$ cat src/hw/rtl/nrb_pkg.sv
`default_nettype none
package nrb_pkg;

   localparam int VALUE_WIDTH   = 32;
   localparam int FRACTION_BITS = 16;
   localparam int MAX_DEGREE    = 16;
   localparam int DEGREE_WIDTH  = 5;
   localparam int PROD_WIDTH    = 2 * VALUE_WIDTH;
   localparam int PC_WIDTH      = 3;

   localparam logic [VALUE_WIDTH-1:0] FIX_ONE =
      VALUE_WIDTH'(64'd1 << FRACTION_BITS);
   localparam logic [DEGREE_WIDTH-1:0] DEGREE_LIMIT = DEGREE_WIDTH'(MAX_DEGREE);

   localparam logic [PC_WIDTH-1:0] STEP_WAIT   = 3'd0;
   localparam logic [PC_WIDTH-1:0] STEP_CHECK  = 3'd1;
   localparam logic [PC_WIDTH-1:0] STEP_TEST   = 3'd2;
   localparam logic [PC_WIDTH-1:0] STEP_MUL    = 3'd3;
   localparam logic [PC_WIDTH-1:0] STEP_UPDATE = 3'd4;
   localparam logic [PC_WIDTH-1:0] STEP_FINISH = 3'd5;
   localparam logic [PC_WIDTH-1:0] STEP_ERROR  = 3'd6;

   typedef enum logic [2:0] {
      OP_NOP    = 3'd0,
      OP_LOAD   = 3'd1,
      OP_MID    = 3'd2,
      OP_MUL    = 3'd3,
      OP_UPDATE = 3'd4,
      OP_RESULT = 3'd5,
      OP_ERROR  = 3'd6
   } op_type;

   typedef enum logic [2:0] {
      COND_NEXT     = 3'd0,
      COND_GOTO     = 3'd1,
      COND_NO_START = 3'd2,
      COND_SPECIAL  = 3'd3,
      COND_DONE     = 3'd4,
      COND_MORE     = 3'd5
   } cond_type;

   typedef struct packed {
      op_type              op;
      cond_type            cond;
      logic [PC_WIDTH-1:0] target;
   } uword_type;

   function automatic uword_type micro_rom(input logic [PC_WIDTH-1:0] pc);
      uword_type w;
      begin
         case (pc)
            STEP_WAIT:   w = '{OP_LOAD,   COND_NO_START, STEP_WAIT};
            STEP_CHECK:  w = '{OP_NOP,    COND_SPECIAL,  STEP_ERROR};
            STEP_TEST:   w = '{OP_MID,    COND_DONE,     STEP_FINISH};
            STEP_MUL:    w = '{OP_MUL,    COND_MORE,     STEP_MUL};
            STEP_UPDATE: w = '{OP_UPDATE, COND_GOTO,     STEP_TEST};
            STEP_FINISH: w = '{OP_RESULT, COND_GOTO,     STEP_WAIT};
            STEP_ERROR:  w = '{OP_ERROR,  COND_GOTO,     STEP_WAIT};
            default:     w = '{OP_NOP,    COND_GOTO,     STEP_WAIT};
         endcase
         return w;
      end
   endfunction

   function automatic logic [VALUE_WIDTH-1:0] fix_mul_sat(
      input logic [PROD_WIDTH-1:0] prod
   );
      begin
         if (prod[PROD_WIDTH-1 -: FRACTION_BITS] != '0) begin
            return '1;
         end
         return prod[FRACTION_BITS +: VALUE_WIDTH];
      end
   endfunction

endpackage
`default_nettype wire

$ cat src/hw/rtl/nth_root_bisection_top.sv
`default_nettype none
// Each bisection step takes the midpoint, raises it to the root degree D (capped at 16) by
// repeated multiplies, then narrows the interval; up to 16 steps for a radicand below one, 32 otherwise.
// Zero radicand or zero degree skips the bisection and returns zero. One item at a time.
// Each multiply step uses the one multiplier.
// Synchronous active-high reset returns the sequencer to its wait step, no result pending.
// The result is a one-cycle strobe; the receiver cannot stall it.
module nth_root_bisection_top (
   input  wire logic                              clock,
   input  wire logic                              reset,
   input  wire logic                              start,
   output logic                                   busy,
   input  wire logic [nrb_pkg::VALUE_WIDTH-1:0]   req_radicand,
   input  wire logic [nrb_pkg::DEGREE_WIDTH-1:0]  req_root_degree,
   output logic                                   rsp_valid,
   output logic [nrb_pkg::VALUE_WIDTH-1:0]        rsp_root_value,
   output logic                                   rsp_degree_error
);
   import nrb_pkg::*;

   logic [PC_WIDTH-1:0]     pc_ff, pc_in;
   logic [VALUE_WIDTH-1:0]  x_ff, x_in;
   logic [DEGREE_WIDTH-1:0] deg_ff, deg_in;
   logic [VALUE_WIDTH-1:0]  lo_ff, lo_in;
   logic [VALUE_WIDTH-1:0]  hi_ff, hi_in;
   logic [VALUE_WIDTH-1:0]  mid_ff, mid_in;
   logic [VALUE_WIDTH-1:0]  pw_ff, pw_in;
   logic [DEGREE_WIDTH-1:0] cnt_ff, cnt_in;
   logic                    valid_ff, valid_in;
   logic [VALUE_WIDTH-1:0]  root_ff, root_in;
   logic                    err_ff, err_in;

   uword_type               uw;
   logic [VALUE_WIDTH-1:0]  diff;
   logic [VALUE_WIDTH-1:0]  mid;
   logic [PROD_WIDTH-1:0]   prod;
   logic [DEGREE_WIDTH-1:0] cnt_next;
   logic                    special;
   logic                    converged;
   logic                    more;
   logic                    take;

   assign uw        = micro_rom(pc_ff);
   assign diff      = hi_ff - lo_ff;
   assign mid       = lo_ff + (diff >> 1);
   assign prod      = PROD_WIDTH'(pw_ff) * PROD_WIDTH'(mid_ff);
   assign cnt_next  = cnt_ff + DEGREE_WIDTH'(1);
   assign special   = (x_ff == '0) || (deg_ff == '0);
   assign converged = (diff[VALUE_WIDTH-1:1] == '0);
   assign more      = (cnt_next != deg_ff);

   always_comb begin
      unique case (uw.cond)
         COND_NEXT:     take = 1'b0;
         COND_GOTO:     take = 1'b1;
         COND_NO_START: take = !start;
         COND_SPECIAL:  take = special;
         COND_DONE:     take = converged;
         COND_MORE:     take = more;
         default:       take = 1'b1;
      endcase
      pc_in = take ? uw.target : pc_ff + PC_WIDTH'(1);
   end

   always_comb begin
      x_in     = x_ff;
      deg_in   = deg_ff;
      lo_in    = lo_ff;
      hi_in    = hi_ff;
      mid_in   = mid_ff;
      pw_in    = pw_ff;
      cnt_in   = cnt_ff;
      valid_in = 1'b0;
      root_in  = root_ff;
      err_in   = err_ff;
      unique case (uw.op)
         OP_NOP: begin
         end
         OP_LOAD: begin
            if (start) begin
               x_in   = req_radicand;
               deg_in = (req_root_degree > DEGREE_LIMIT) ? DEGREE_LIMIT : req_root_degree;
               if (req_radicand < FIX_ONE) begin
                  lo_in = '0;
                  hi_in = FIX_ONE;
               end else begin
                  lo_in = FIX_ONE;
                  hi_in = req_radicand;
               end
            end
         end
         OP_MID: begin
            mid_in = mid;
            pw_in  = FIX_ONE;
            cnt_in = '0;
         end
         OP_MUL: begin
            pw_in  = fix_mul_sat(prod);
            cnt_in = cnt_next;
         end
         OP_UPDATE: begin
            if (pw_ff < x_ff) begin
               lo_in = mid_ff;
            end else begin
               hi_in = mid_ff;
            end
         end
         OP_RESULT: begin
            valid_in = 1'b1;
            root_in  = mid;
            err_in   = 1'b0;
         end
         OP_ERROR: begin
            valid_in = 1'b1;
            root_in  = '0;
            err_in   = (x_ff != '0);
         end
         default: begin
         end
      endcase
   end

   always_ff @(posedge clock) begin
      if (reset) begin
         pc_ff    <= STEP_WAIT;
         valid_ff <= 1'b0;
      end else begin
         pc_ff    <= pc_in;
         valid_ff <= valid_in;
      end
   end

   always_ff @(posedge clock) begin
      x_ff    <= x_in;
      deg_ff  <= deg_in;
      lo_ff   <= lo_in;
      hi_ff   <= hi_in;
      mid_ff  <= mid_in;
      pw_ff   <= pw_in;
      cnt_ff  <= cnt_in;
      root_ff <= root_in;
      err_ff  <= err_in;
   end

   assign busy             = (pc_ff != STEP_WAIT);
   assign rsp_valid        = valid_ff;
   assign rsp_root_value   = root_ff;
   assign rsp_degree_error = err_ff;

endmodule
`default_nettype wire
$ cat config.mk
export PLATFORM = sky130hd
export DESIGN_NAME = nth_root_bisection_top
export DESIGN_NICKNAME = d
export VERILOG_FILES = /design/src/hw/rtl/nrb_pkg.sv /design/src/hw/rtl/nth_root_bisection_top.sv
export SDC_FILE = /design/constraint.sdc
export NUM_CORES = 2
export LEC_CHECK = 0
export BUFFER_PORTS_ARGS = -buffer_cell sky130_fd_sc_hd__buf_2
export CORE_MARGIN = 4
export CORE_UTILIZATION = 55
export DETAILED_ROUTE_END_ITERATION = 12
export GPL_TIMING_DRIVEN = 0
export HOLD_SLACK_MARGIN = 0.03
export PLACE_DENSITY = 0.83
export SYNTH_ARGS = -nofsm -noshare
export SYNTH_HDL_FRONTEND = slang
export SYNTH_SLANG_ARGS = --single-unit
$ cat constraint.sdc
create_clock -name clock -period 16 [get_ports clock]
set_clock_uncertainty 0.1 [all_clocks]
set_input_delay 0.8 -clock clock [delete_from_list [all_inputs] [get_ports clock]]
set_output_delay 0.8 -clock clock [all_outputs]
set_load 0.005 [all_outputs]
==> impl_results.md <==
* Hold Path Depth at 1
* Maximum clock rate at 0.0901 GHz
* Class of the most critical setup path: flip-flop to flip-flop
* Largest net degree at the start of global routing at 33
* Yosys warns at 0
* Row cnt at 104
* Hold Crit Class: input pin to flip-flop
* Worst-Skew Late Latency at just over 500 ps
* Pins Over Slew Limit at 0
* Syn Nets at 6050
* CP peak stage delay at roughly 1300 ps
* CP delay by family, top: adder cells
* Core area at approximately 80000 um2
* Setup TNS at 0 ps
* Most used DFF post-synth: edfxtp_1
* Yosys top cell area share at about two fifths
* Clk slew on worst S/H paths at 60 ps
* Seq/Total Area, Yosys at roughly 14%
* Number of synthesized flops with an enable pin at approximately 200
* Worst relative slew slack at around 4.4%
* Worst-Margin Slew at approximately 1400 ps
* Syn Inst Count at between 4000 and 5000
* Most used cell, CP: fa_1
* Avg Vias per Cell at approximately 6
* Die W at slightly below 300 um
* Hold Vio Cnt, Final at 0
* Drt total wl at ~160 mm
* R2r setup slk at around 5000 ps
* CP startpoint kind: flip-flop
* CTS tree: yes
* Vias in the first global route at 37400
* Post-CTS Hold Buffers at 0
* Post-CTS Resized at 0
* Setup violators final at 0
* Initial Util at a little under three fifths
* Antenna viol nets, final at 0
* Nets@finish at roughly 6200
* Synth area leaders: fa_1 (40%), edfxtp_1 (13%), ha_1 (9.9%), and2_1 (9.6%), inv_1 (8.1%)
* Post-synth design cell area at between 40000 and 50000 um2
* Syn avg cell area at approximately 9.5 um2
* Critical Path AT at between 10000 and 15000 ps
* Critical path data required time at roughly 16000 ps
* CTS Sinks at 207
* DR vias at 35800
* Global Route Usage Sum at ~36%
* Worst Hold Launch: req_radicand[0]
* Status: finished, final reports clean
* Final worst path period need at approximately 11000 ps
* CP bufs+invs at 7
* R2r endpoint: pw_ff[0]$_SDFFCE_PP0P_
* Post-CTS setup buffers at 0
* Clock Tree Root: clkbuf_16
* HPWL Detailed at ~130 mm
* Synth unique cells at 73
* #FFs+latches synth at slightly above 200
* Initial DRC count at 3800
* Routability cong. at 1.06
* Worst Reg-to-Reg Cells at 26
* Max-Cap Viols at 0
* DRC viols at 0
* First-pass GRT wire length at roughly 230 mm
* Synth area leader: fa_1
* Slowest CP cell: a2111oi_1
* Die height at 295 um
* I/O pin cnt at 75
* Number of CTS-inserted buffers at 23
* Setup crit end kind: flip-flop
* Die area at approximately 87000 um2
* H-tree Lvls at 1
* Proportion of layout cells with a drive suffix above 1 at under 10%
* DRT Pass-1 Iters at 8
* IO buf count at between 70 and 80
* Worst-path fanout max at 10
* CTS Buffer Depth at 3
* Area growth syn-to-layout at 5.57%
* Most common cell after layout, fill and taps aside: inv_1
* RSZ-0062 raised after global routing: false
* Reg2reg start: mid_ff[9]$_DFFE_PN_
* Fill count at ~7000
* Total gr overflow at 0
* Fin crit share at between 60% and 70%
* WL per Instance at roughly 26 um
* Initial antenna violation count at 14
* WHS Endpoint: x_ff[0]$_DFFE_PP_
* Post-synth ARST share at 0%
* Commonest non-fill, non-tap cells in the layout: inv_1 (980), fa_1 (897), and2_1 (695), nand2_1 (437), ha_1 (359)
layout make-up:
class	instances	area (um2)	area share [%]
antenna	19	47.5	0.0994
clock inverter	10	45.0	0.0942
sequential	207	6180	12.9
inverter	981	3680	7.70
tap	1060	1330	2.77
clock buffer	30	602	1.26
timing repair buffer	83	482	1.01
buffer	250	945	1.98
multi-input combinational	3316	34500	72.2
cell families (layout without fill, tap and decap cells):
family,count (synthesis),after routing,share of synthesized area (%)
simple gates,1442,1442,17.0
fa+ha+maj,1256,1256,49.6
other cells,0,19,0
compound gates,506,506,7.42
flops,207,207,13.6
xor+xnor,102,102,1.97
mux,10,10,0.235
buf+inv,1231,1354,10.2
routing by layer:
layer / up-vias / routed length, um / GRT usage, % / part of all wire (%)
li1: 14900 / - / - / -
met1: 18100 / 56200 / 46.2 / 36
met2: 2272 / 67900 / 55.7 / 44
met3: 496 / 21200 / 12.8 / 14
met4: 8 / 10100 / 18.5 / 6.5
met5: - / 69 / 0 / 0.044
worst max-delay path by stage:
stage | startpoint | end | slack [ps] | cells past startpoint
after global routing | mid_ff[9]$_DFFE_PN_ | pw_ff[0]$_SDFFCE_PP0P_ | 4680 | 26
final | mid_ff[9]$_DFFE_PN_ | pw_ff[0]$_SDFFCE_PP0P_ | 4900 | 26
after detailed placement | mid_ff[8]$_DFFE_PN_ | pw_ff[0]$_SDFFCE_PP0P_ | 5340 | 27
after floorplan | pw_ff[21]$_SDFFCE_PP0P_ | pw_ff[21]$_SDFFCE_PP0P_ | 7940 | 29
after global placement | pc_ff[1]$_SDFF_PP0_ | hi_ff[0]$_DFFE_PP_ | 5050 | 6
after CTS | mid_ff[8]$_DFFE_PN_ | pw_ff[0]$_SDFFCE_PP0P_ | 5280 | 27
worst reg2reg max path, stage by stage, from the launching register on:
cell and delay (ps):
edfxtp_1 800, clkbuf_1 940, nand2_1 190, fa_1 420, inv_1 70, fa_1 450
fa_1 510, inv_1 50, fa_1 480, inv_1 60, fa_1 500, inv_1 60
fa_1 530, inv_1 50, fa_1 650, fa_1 470, ha_1 440, nand2_1 200
a2111oi_1 1250, o211ai_1 520, a31oi_1 390, o21ai_1 110, a21oi_1 170, o21ai_0 130
a2111oi_2 740, buf_2 390, a41oi_1 160
Yosys cell counts, drive strengths merged (4+ instances only):
cell     count
a221oi       5
nor2        85
and3        13
mux2i        5
nand2      438
and4         6
a22o         4
o41ai        5
inv        981
a21o       100
nand3b       5
o31ai        8
o211ai      11
a41oi       32
nor3        30
nand2b      13
o21ai       84
mux2         5
xor2        41
dfxtp        4
nand4       34
a21boi       6
a2111oi      4
or3          9
clkbuf     243
a21oi      138
nor2b       43
fa         897
nor4        25
buf          7
o21a        18
nand3       32
o21bai      25
o22ai        4
ha         359
edfxtp     203
a211oi      14
o31a         4
a31oi       18
and2       695
xnor2       61
sequential cells by signal, summed over array words and instances (netlist names):
register,cells
hi_ff,32
lo_ff,32
mid_ff,32
pw_ff,32
rsp_root_value,32
x_ff,32
cnt_ff,5
deg_ff,5
pc_ff,3
rsp_degree_error,1
rsp_valid,1
per-stage QoR:
stage / setup WS, ps / hold WS, ps / area [um2] / std cells / utilization (%)
after global placement: 5050 / 508 / 47000 / 5888 / 58.0
after detailed placement: 5340 / 519 / 47100 / 5897 / 58.1
after floorplan: 7940 / 466 / 45300 / 4754 / -
after global routing: 4680 / 398 / 47800 / 5940 / 58.9
final: 4900 / 418 / 47800 / 5956 / 59.0
after CTS: 5280 / 408 / 47800 / 5937 / 58.9
Power is left out: the tool's default activity adds up to more than one toggle a clock period on the data nets, which glitch-free logic cannot reach.
